**src/hdl/sob_pkg.sv**
```systemverilog
// Shared types, constants and helper functions of the RGB Sobel edge block.
// Used by the controller, the datapath and the top level; depends on nothing.
package sob_pkg;

  localparam int MAX_WIDTH  = 1024;
  localparam int LINE_DEPTH = 2 * MAX_WIDTH + 3;
  localparam int SLOT_W     = $clog2(LINE_DEPTH);
  localparam int COUNT_W    = 27;
  localparam int COL_W      = 10;
  localparam int ROW_W      = 16;
  localparam int FW_W       = 11;
  localparam int FH_W       = 16;
  localparam int PIX_W      = 24;
  localparam int ACC_W      = 12;
  localparam int SQ_W       = 21;
  localparam int TAP_W      = 4;
  localparam int STEP_W     = 3;
  localparam int CFG_IDX_W  = 1;
  localparam int CFG_DATA_W = 16;

  localparam logic [TAP_W-1:0]     LAST_TAP       = 4'd8;
  localparam logic [STEP_W-1:0]    LAST_STEP      = 3'd7;
  localparam logic [COUNT_W-1:0]   COUNT_MAX      = '1;
  localparam logic [FW_W-1:0]      WIDTH_RESET    = 11'd640;
  localparam logic [FH_W-1:0]      HEIGHT_RESET   = 16'd480;
  localparam logic [CFG_IDX_W-1:0] REG_FRAME_WIDTH  = 1'b0;
  localparam logic [CFG_IDX_W-1:0] REG_FRAME_HEIGHT = 1'b1;

  typedef enum logic [2:0] {
    ST_IDLE,
    ST_CHECK,
    ST_READ,
    ST_ACC,
    ST_SQUARE,
    ST_ROOT,
    ST_EMIT
  } sob_state_t;

  typedef struct packed {
    logic              accept;
    logic              clear;
    logic              rd_en;
    logic [TAP_W-1:0]  tap;
    logic              square;
    logic              root_en;
    logic [STEP_W-1:0] root_step;
    logic              emit;
  } sob_cmd_t;

  typedef struct packed {
    logic need_result;
    logic out_free;
  } sob_status_t;

  // Window row of a tap: 0 is the row above the centre, 2 the row below.
  function automatic logic [1:0] tap_row(input logic [TAP_W-1:0] tap);
    logic [1:0] r;
    case (tap)
      4'd0, 4'd1, 4'd2: r = 2'd0;
      4'd3, 4'd4, 4'd5: r = 2'd1;
      default:          r = 2'd2;
    endcase
    return r;
  endfunction

  function automatic logic [1:0] tap_col(input logic [TAP_W-1:0] tap);
    logic [1:0] c;
    case (tap)
      4'd0, 4'd3, 4'd6: c = 2'd0;
      4'd1, 4'd4, 4'd7: c = 2'd1;
      default:          c = 2'd2;
    endcase
    return c;
  endfunction

  function automatic logic signed [2:0] weight_x(input logic [TAP_W-1:0] tap);
    logic signed [2:0] m;
    m = (tap_row(tap) == 2'd1) ? 3'sd2 : 3'sd1;
    case (tap_col(tap))
      2'd0:    return -m;
      2'd2:    return m;
      default: return 3'sd0;
    endcase
  endfunction

  function automatic logic signed [2:0] weight_y(input logic [TAP_W-1:0] tap);
    logic signed [2:0] m;
    m = (tap_col(tap) == 2'd1) ? 3'sd2 : 3'sd1;
    case (tap_row(tap))
      2'd0:    return -m;
      2'd2:    return m;
      default: return 3'sd0;
    endcase
  endfunction

  // Weighted channel value; weights are only 0, +-1 and +-2.
  function automatic logic signed [ACC_W-1:0] scale(input logic [7:0] v,
                                                    input logic signed [2:0] w);
    logic signed [ACC_W-1:0] e;
    e = $signed({4'b0000, v});
    case (w)
      3'sd1:   return e;
      3'sd2:   return e <<< 1;
      -3'sd1:  return -e;
      -3'sd2:  return -(e <<< 1);
      default: return '0;
    endcase
  endfunction

endpackage

```
**src/hdl/sob_ctrl.sv**
```systemverilog
// Sequencer of the Sobel block: walks each item through write, need check
// and, if due, tap reads, squaring, square root, output. Depends on sob_pkg.
module sob_ctrl (
  input  logic                 clk,
  input  logic                 rst_n,
  input  logic                 in_valid,
  output logic                 in_ready,
  input  sob_pkg::sob_status_t status,
  output sob_pkg::sob_cmd_t    cmd
);

  sob_pkg::sob_state_t state_r, state_nxt;
  logic [sob_pkg::TAP_W-1:0]  tap_r, tap_nxt;
  logic [sob_pkg::STEP_W-1:0] step_r, step_nxt;

  always_ff @(posedge clk) begin
    if (!rst_n) begin
      state_r <= sob_pkg::ST_IDLE;
      tap_r   <= '0;
      step_r  <= '0;
    end else begin
      state_r <= state_nxt;
      tap_r   <= tap_nxt;
      step_r  <= step_nxt;
    end
  end

  always_comb begin
    state_nxt     = state_r;
    tap_nxt       = tap_r;
    step_nxt      = step_r;
    in_ready      = 1'b0;
    cmd           = '0;
    cmd.tap       = tap_r;
    cmd.root_step = step_r;
    case (state_r)
      sob_pkg::ST_IDLE: begin
        in_ready   = 1'b1;
        cmd.accept = in_valid;
        if (in_valid) begin
          state_nxt = sob_pkg::ST_CHECK;
        end
      end
      sob_pkg::ST_CHECK: begin
        cmd.clear = 1'b1;
        tap_nxt   = '0;
        state_nxt = status.need_result ? sob_pkg::ST_READ : sob_pkg::ST_IDLE;
      end
      sob_pkg::ST_READ: begin
        cmd.rd_en = 1'b1;
        if (tap_r == sob_pkg::LAST_TAP) begin
          state_nxt = sob_pkg::ST_ACC;
        end else begin
          tap_nxt = tap_r + 1'b1;
        end
      end
      sob_pkg::ST_ACC: begin
        state_nxt = sob_pkg::ST_SQUARE;
      end
      sob_pkg::ST_SQUARE: begin
        cmd.square = 1'b1;
        step_nxt   = '0;
        state_nxt  = sob_pkg::ST_ROOT;
      end
      sob_pkg::ST_ROOT: begin
        cmd.root_en = 1'b1;
        if (step_r == sob_pkg::LAST_STEP) begin
          state_nxt = sob_pkg::ST_EMIT;
        end else begin
          step_nxt = step_r + 1'b1;
        end
      end
      sob_pkg::ST_EMIT: begin
        if (status.out_free) begin
          cmd.emit  = 1'b1;
          state_nxt = sob_pkg::ST_IDLE;
        end
      end
      default: begin
        state_nxt = sob_pkg::ST_IDLE;
      end
    endcase
  end

  a_tap_range: assert property (@(posedge clk) disable iff (!rst_n)
    cmd.rd_en |-> cmd.tap <= sob_pkg::LAST_TAP)
    else $error("tap index beyond the window");
  a_no_read_after_accept: assert property (@(posedge clk) disable iff (!rst_n)
    cmd.accept |=> !cmd.rd_en)
    else $error("tap read issued before the need check");
  a_emit_free: assert property (@(posedge clk) disable iff (!rst_n)
    cmd.emit |-> status.out_free)
    else $error("result emitted over a pending one");
  a_emit_after_root: assert property (@(posedge clk) disable iff (!rst_n)
    cmd.emit |-> !$past(cmd.accept))
    else $error("result emitted without computation");

endmodule

```
**config.mk**
```make
export PLATFORM = sky130hd
export DESIGN_NAME = sob_ctrl
export DESIGN_NICKNAME = d
export VERILOG_FILES = /design/src/hdl/sob_pkg.sv /design/src/hdl/sob_ctrl.sv
export SDC_FILE = /design/constraint.sdc
export NUM_CORES = 1
export LEC_CHECK = 0
export ABC_AREA = 1
export BUFFER_PORTS_ARGS = -buffer_cell sky130_fd_sc_hd__clkbuf_2
export CAP_MARGIN = 20
export CORE_MARGIN = 2
export CORE_UTILIZATION = 40
export CTS_BUF_LIST = sky130_fd_sc_hd__clkbuf_4 sky130_fd_sc_hd__clkbuf_8
export DETAILED_ROUTE_END_ITERATION = 8
export GPL_ROUTABILITY_DRIVEN = 0
export PLACE_DENSITY = 0.64
export SETUP_SLACK_MARGIN = 0.02
export SLEW_MARGIN = 25
export SYNTH_ARGS = -nofsm -noshare
export SYNTH_HDL_FRONTEND = slang
export SYNTH_SLANG_ARGS = --single-unit
```
**constraint.sdc**
```tcl
create_clock -name clk -period 1.3 [get_ports clk]
set_input_delay 0.065 -clock clk [delete_from_list [all_inputs] [get_ports clk]]
set_output_delay 0.065 -clock clk [all_outputs]
set_load 0.01 [all_outputs]
```
Word level (Yosys, flattened, before mapping)

Cells that the tools add are included.
Widths: inputs -> output; s select.

Output and inout port bits: 14
Flip-flop bits (word level): 10
Word-level logic and storage cells: 43
Input port bits: 5

Mux-type cells: 18
Reductions and logical operators: 6
Eq/ne operators: 14
Add/subtract/negate cells: 2

Operators by type and width:

| kind                | count |
|---|---|
| $pmux 3 s7          | 1 |
| $mux 3              | 5 |
| $eq 3x3->1 const B  | 4 |
| $ne 2x2->1 const B  | 6 |
| $mux 1              | 8 |
| $pmux 4 s2          | 1 |
| $eq 3x2->1 const B  | 2 |
| $pmux 3 s2          | 1 |
| $add 4x1->4 const B | 1 |
| $eq 4x4->1 const B  | 1 |
| $mux 4              | 1 |
| $reduce_and 2->1    | 2 |
| $reduce_and 4->1    | 1 |
| $reduce_bool 2->1   | 2 |
| $add 3x1->3 const B | 1 |
| $eq 3x1->1 const B  | 1 |
| $logic_not 3->1     | 1 |
| $mux 2              | 1 |

Longest topological paths before layout

Depth in word-level cells: 3
Depth in mapped cells: 9
Depth with buffers taken out: 9

Worst setup path after synthesis

Ideal clock, no wire load.

Path kind: flip-flop to flip-flop
Start point: register step_r[0] (netlist bit)
End point: register state_r[1]
Cell stages (with the launch flop): 7
Period minus slack after synthesis: 1.284 ns
Path slack: 0.016 ns
Setup time: 0.113 ns
Arrival: 1.171 ns
Cells stage by stage: dfxtp_1 -> ha_1 -> ha_1 -> o21ai_0 -> nor2_2 -> nor2_1 -> nor2_1

Cells in the longest elaborated chain, start to end: 3

RTL lines:

| item                       | line           | RTL |
|---|---|---|
| start, declared            | sob_ctrl.sv:14 | `logic [sob_pkg::STEP_W-1:0] step_r, step_nxt;` |
| start signal, assigned     | sob_ctrl.sv:24 | `step_r <= step_nxt;` |
| $eq 3x3->1                 | sob_ctrl.sv:67 | `if (step_r == sob_pkg::LAST_STEP) begin` |
| $ne 2x2->1 (no line)       | n/a            |  |
| $reduce_and 4->1 (no line) | n/a            |  |
| end signal, assigned       | sob_ctrl.sv:18 | `state_r <= sob_pkg::ST_IDLE;` |
| end signal, assigned       | sob_ctrl.sv:22 | `state_r <= state_nxt;` |
| end, declared              | sob_ctrl.sv:12 | `sob_pkg::sob_state_t state_r, state_nxt;` |

No other way between the ends.
A chain may end at the register's enable or synchronous reset.

Final worst setup path

Start point: register tap_r[0] (netlist bit)
End point: register tap_r[2] (netlist bit)

Cells in the longest elaborated chain, start to end: 3
Elaborated cells on any way between the ends: 6

RTL lines:

| item                                                  | line                           | RTL |
|---|---|---|
| start, declared                                       | sob_ctrl.sv:13                 | `logic [sob_pkg::TAP_W-1:0] tap_r, tap_nxt;` |
| start signal, assigned                                | sob_ctrl.sv:23                 | `tap_r <= tap_nxt;` |
| $add 4x1->4 / $eq 4x4->1 (equally long branches)      | sob_ctrl.sv:54, sob_ctrl.sv:51 |  |
| $mux 4 / $ne 2x2->1 (equally long branches)           | n/a                            |  |
| $pmux 4 s2 / $reduce_and 2->1 (equally long branches) | n/a                            |  |

Several ways; a longest one is shown, not always the timed one. The select of a mux whose other input is x is not followed.

==> impl_metrics.toml <==
[power]
powerDensity_nw_per_um2 = 1850
finalPower_mw = 1.70
irDropWorstVdd_mv = 1.05
leakage_nw = 0.463

[synth]
synth_top_family_by_area = "simple AND/OR/NAND/NOR gates"
synth-adder-area-share_pct = 7.62
seq_area_frac_synth_pct = 30.5
postSynthCellCount = 99
syn-num-nets = 108
synthMuxAreaShare_pct = 0
syn_area_um2 = 657
synthXorXnorAreaFrac_pct = 0
synth-simple-area-share_pct = 37.1
synth_compound_area_share_pct = 12.2
synth_cell_types = 18
syn_area_per_cell_um2 = 6.64
ys_ff_latch = 10
ys_warn_count = 0

[finish]
layout_common_cells = "clkbuf_2 (18), nor2_1 (17), inv_1 (10), nand2_1 (10)"
layout_commonest_cell = "clkbuf_2"
drive_above_1_share_pct = 48.8
final_core_util_pct = 60.2
fin_nets = 136
stdcell_count = 141
area.growth.synth_to_final_pct = 39.6
diodes = 0

[grt]
grt_start_max_net_pins = 9
grt_pass1_wl_mm = 2.59
overflow = 0
antenna_found_initial = 0
global_route.usage.total_pct = 17.7
grt_pass1_vias = 641

[worst_setup_path]
critical_path.top_delay_family = "simple AND/OR/NAND/NOR gates"
cp-start-kind = "register"
worstPathArrival_ns = 1.38
critPathCaptureType = "register"
worstPathCellList = "inv_2 > ha_4 > nand2_2 > nor2_4 > nor2_4 > nor2_4 > o21ai_1 > nor2_1"
worstSetupPathType = "register to register"
slowest_delay_ns = 0.33
cp_num_buf_inv = 1
critPathMaxFanout = 4
required_ns = 1.46
cp_common_cell = "nor2_4"
crit_slowest_cell = "dfxtp_2"

[routing]
routed_wl_mm = 1.67
drtAntennaViolNets = 0
vias_per_cell = 5.03
routedWlPerCell_um = 11.9
num_vias = 709
drc = 0
dr.pass1.iters = 4
drt_iter0_drc = 9

[placed_design]
place_hpwl_mm = 1.13
place_inst = 138
port_buffers = 18

[clock_tree]
cts.sinks = 10
clock-root-buffer = "clkbuf_4"
cts_tree = "yes"
clk_pin_slew_worst_paths_ns = 0.07
numCtsBuffers = 3
clk_latency_ns = 0.26
htree_levels = 1
clk_path_buf_depth = 2
postCtsSetupBuffers = 0

[floorplanning]
num_rows = 14
core_um2 = 1520
dieArea_um2 = 1980
die_w_um = 44.5
die_h_um = 44.5
initial_core_util_pct = 43.1
ios = 19

[timing]
hold_viol = 0
rsz0062_at_grt = "true"
setup_viol = 0
tightest_slew_ns = 0.184
slew-limit-headroom_pct = 87.7
drv_slew = 0
whs_ns = 0.118
fmaxAchievable_ghz = 0.817
skew_ns = 0.00325
finalCriticalPeriod_ns = 1.22
final.period_utilization_pct = 94.1

[min_path]
min_path_type = "input pin to register"

[flow_run]
max-cap-violations = 0

[status]
status = "finished, final reports clean"
==> cells in the mapped netlist, drive strengths merged <==
master,number,area [um2]
nand4,1,6.26
a21oi,6,30.0
o21ai,7,35.0
ha,4,50.1
clkbuf,1,13.8
nand2,13,51.3
a22oi,2,15.0
nor2,27,111
nor3,2,10.0
nand3,9,65.1
dfxtp,10,200
inv,16,60.1
clkinv,1,8.76
==> power by group <==
part,switching [mW],internal (mW)
Sequential,0.0809,0.387
Clock,0.108,0.107
Combinational,0.609,0.405
Total,0.798,0.898
==> worst register-to-register path, stage by stage (launching register included) <==
cell     delay, ns
dfxtp_2       0.33
inv_2         0.05
ha_4          0.15
nand2_2       0.08
nor2_4        0.05
nor2_4        0.16
nor2_4        0.07
o21ai_1       0.17
nor2_1        0.06
==> through the flow <==
step / TNS [ns] / worst slack [ns] / area, um2
floorplan: 0 / 0.0521 / 657
global placement: 0 / 0.0199 / 798
detailed placement: -0.0580 / -0.0303 / 798
CTS: 0 / 0.0533 / 822
global route: 0 / 0.0146 / 917
finish: 0 / 0.0767 / 917
==> kinds of logic (layout without fill, tap and decap cells) <==
family                   Yosys count  in the layout
buffers and inverters             18             44
flip-flops                        10             10
AO/OA/AOI/OAI                     15             15
adder cells (fa/ha/maj)            4              4
AND/OR/NAND/NOR                   52             52
==> layout make-up <==
cell class	instances	area (um2)
well taps	16	20.0
fillers	147	607
clock buffers	3	22.5
inverters	17	71.3
flip-flops and latches	10	211
multi-input cells	71	457
repair buffers	24	135
==> sequential cells by signal, summed over array words and instances, names as in the netlist <==
register  count
state_r       3
tap_r         4
step_r        3
==> metal layers <==
metal | part of all wire (%) | global-route usage [%] | vias up
met3 | 2.9 | 3.67 | 2
met1 | 47 | 21.9 | 326
met5 | 0 | 0 | -
met4 | 0.60 | 9.09 | 0
li1 | - | - | 369
met2 | 50 | 28.7 | 12
==> what timing repair did <==
| action | CTS | global route |
|---|---|---|
| hold buffers | 0 | 0 |
| pin swaps | 0 | 6 |
| endpoints found under the hold margin | 0 | 0 |
| resized for setup | 2 | 29 |
| setup endpoints to repair | 4 | 14 |
==> worst paths after layout <==
path	startpoint	end	slack, ns	cells after the start
worst max-delay path	tap_r[0]	tap_r[2]	0.08	8
worst min-delay path	rst_n	state_r[1]	0.12	3
worst max register to register	tap_r[0]	tap_r[2]	0.08	8
worst min register to register	tap_r[3]	tap_r[3]	0.52	2
Power figures use the tool's default switching activity.
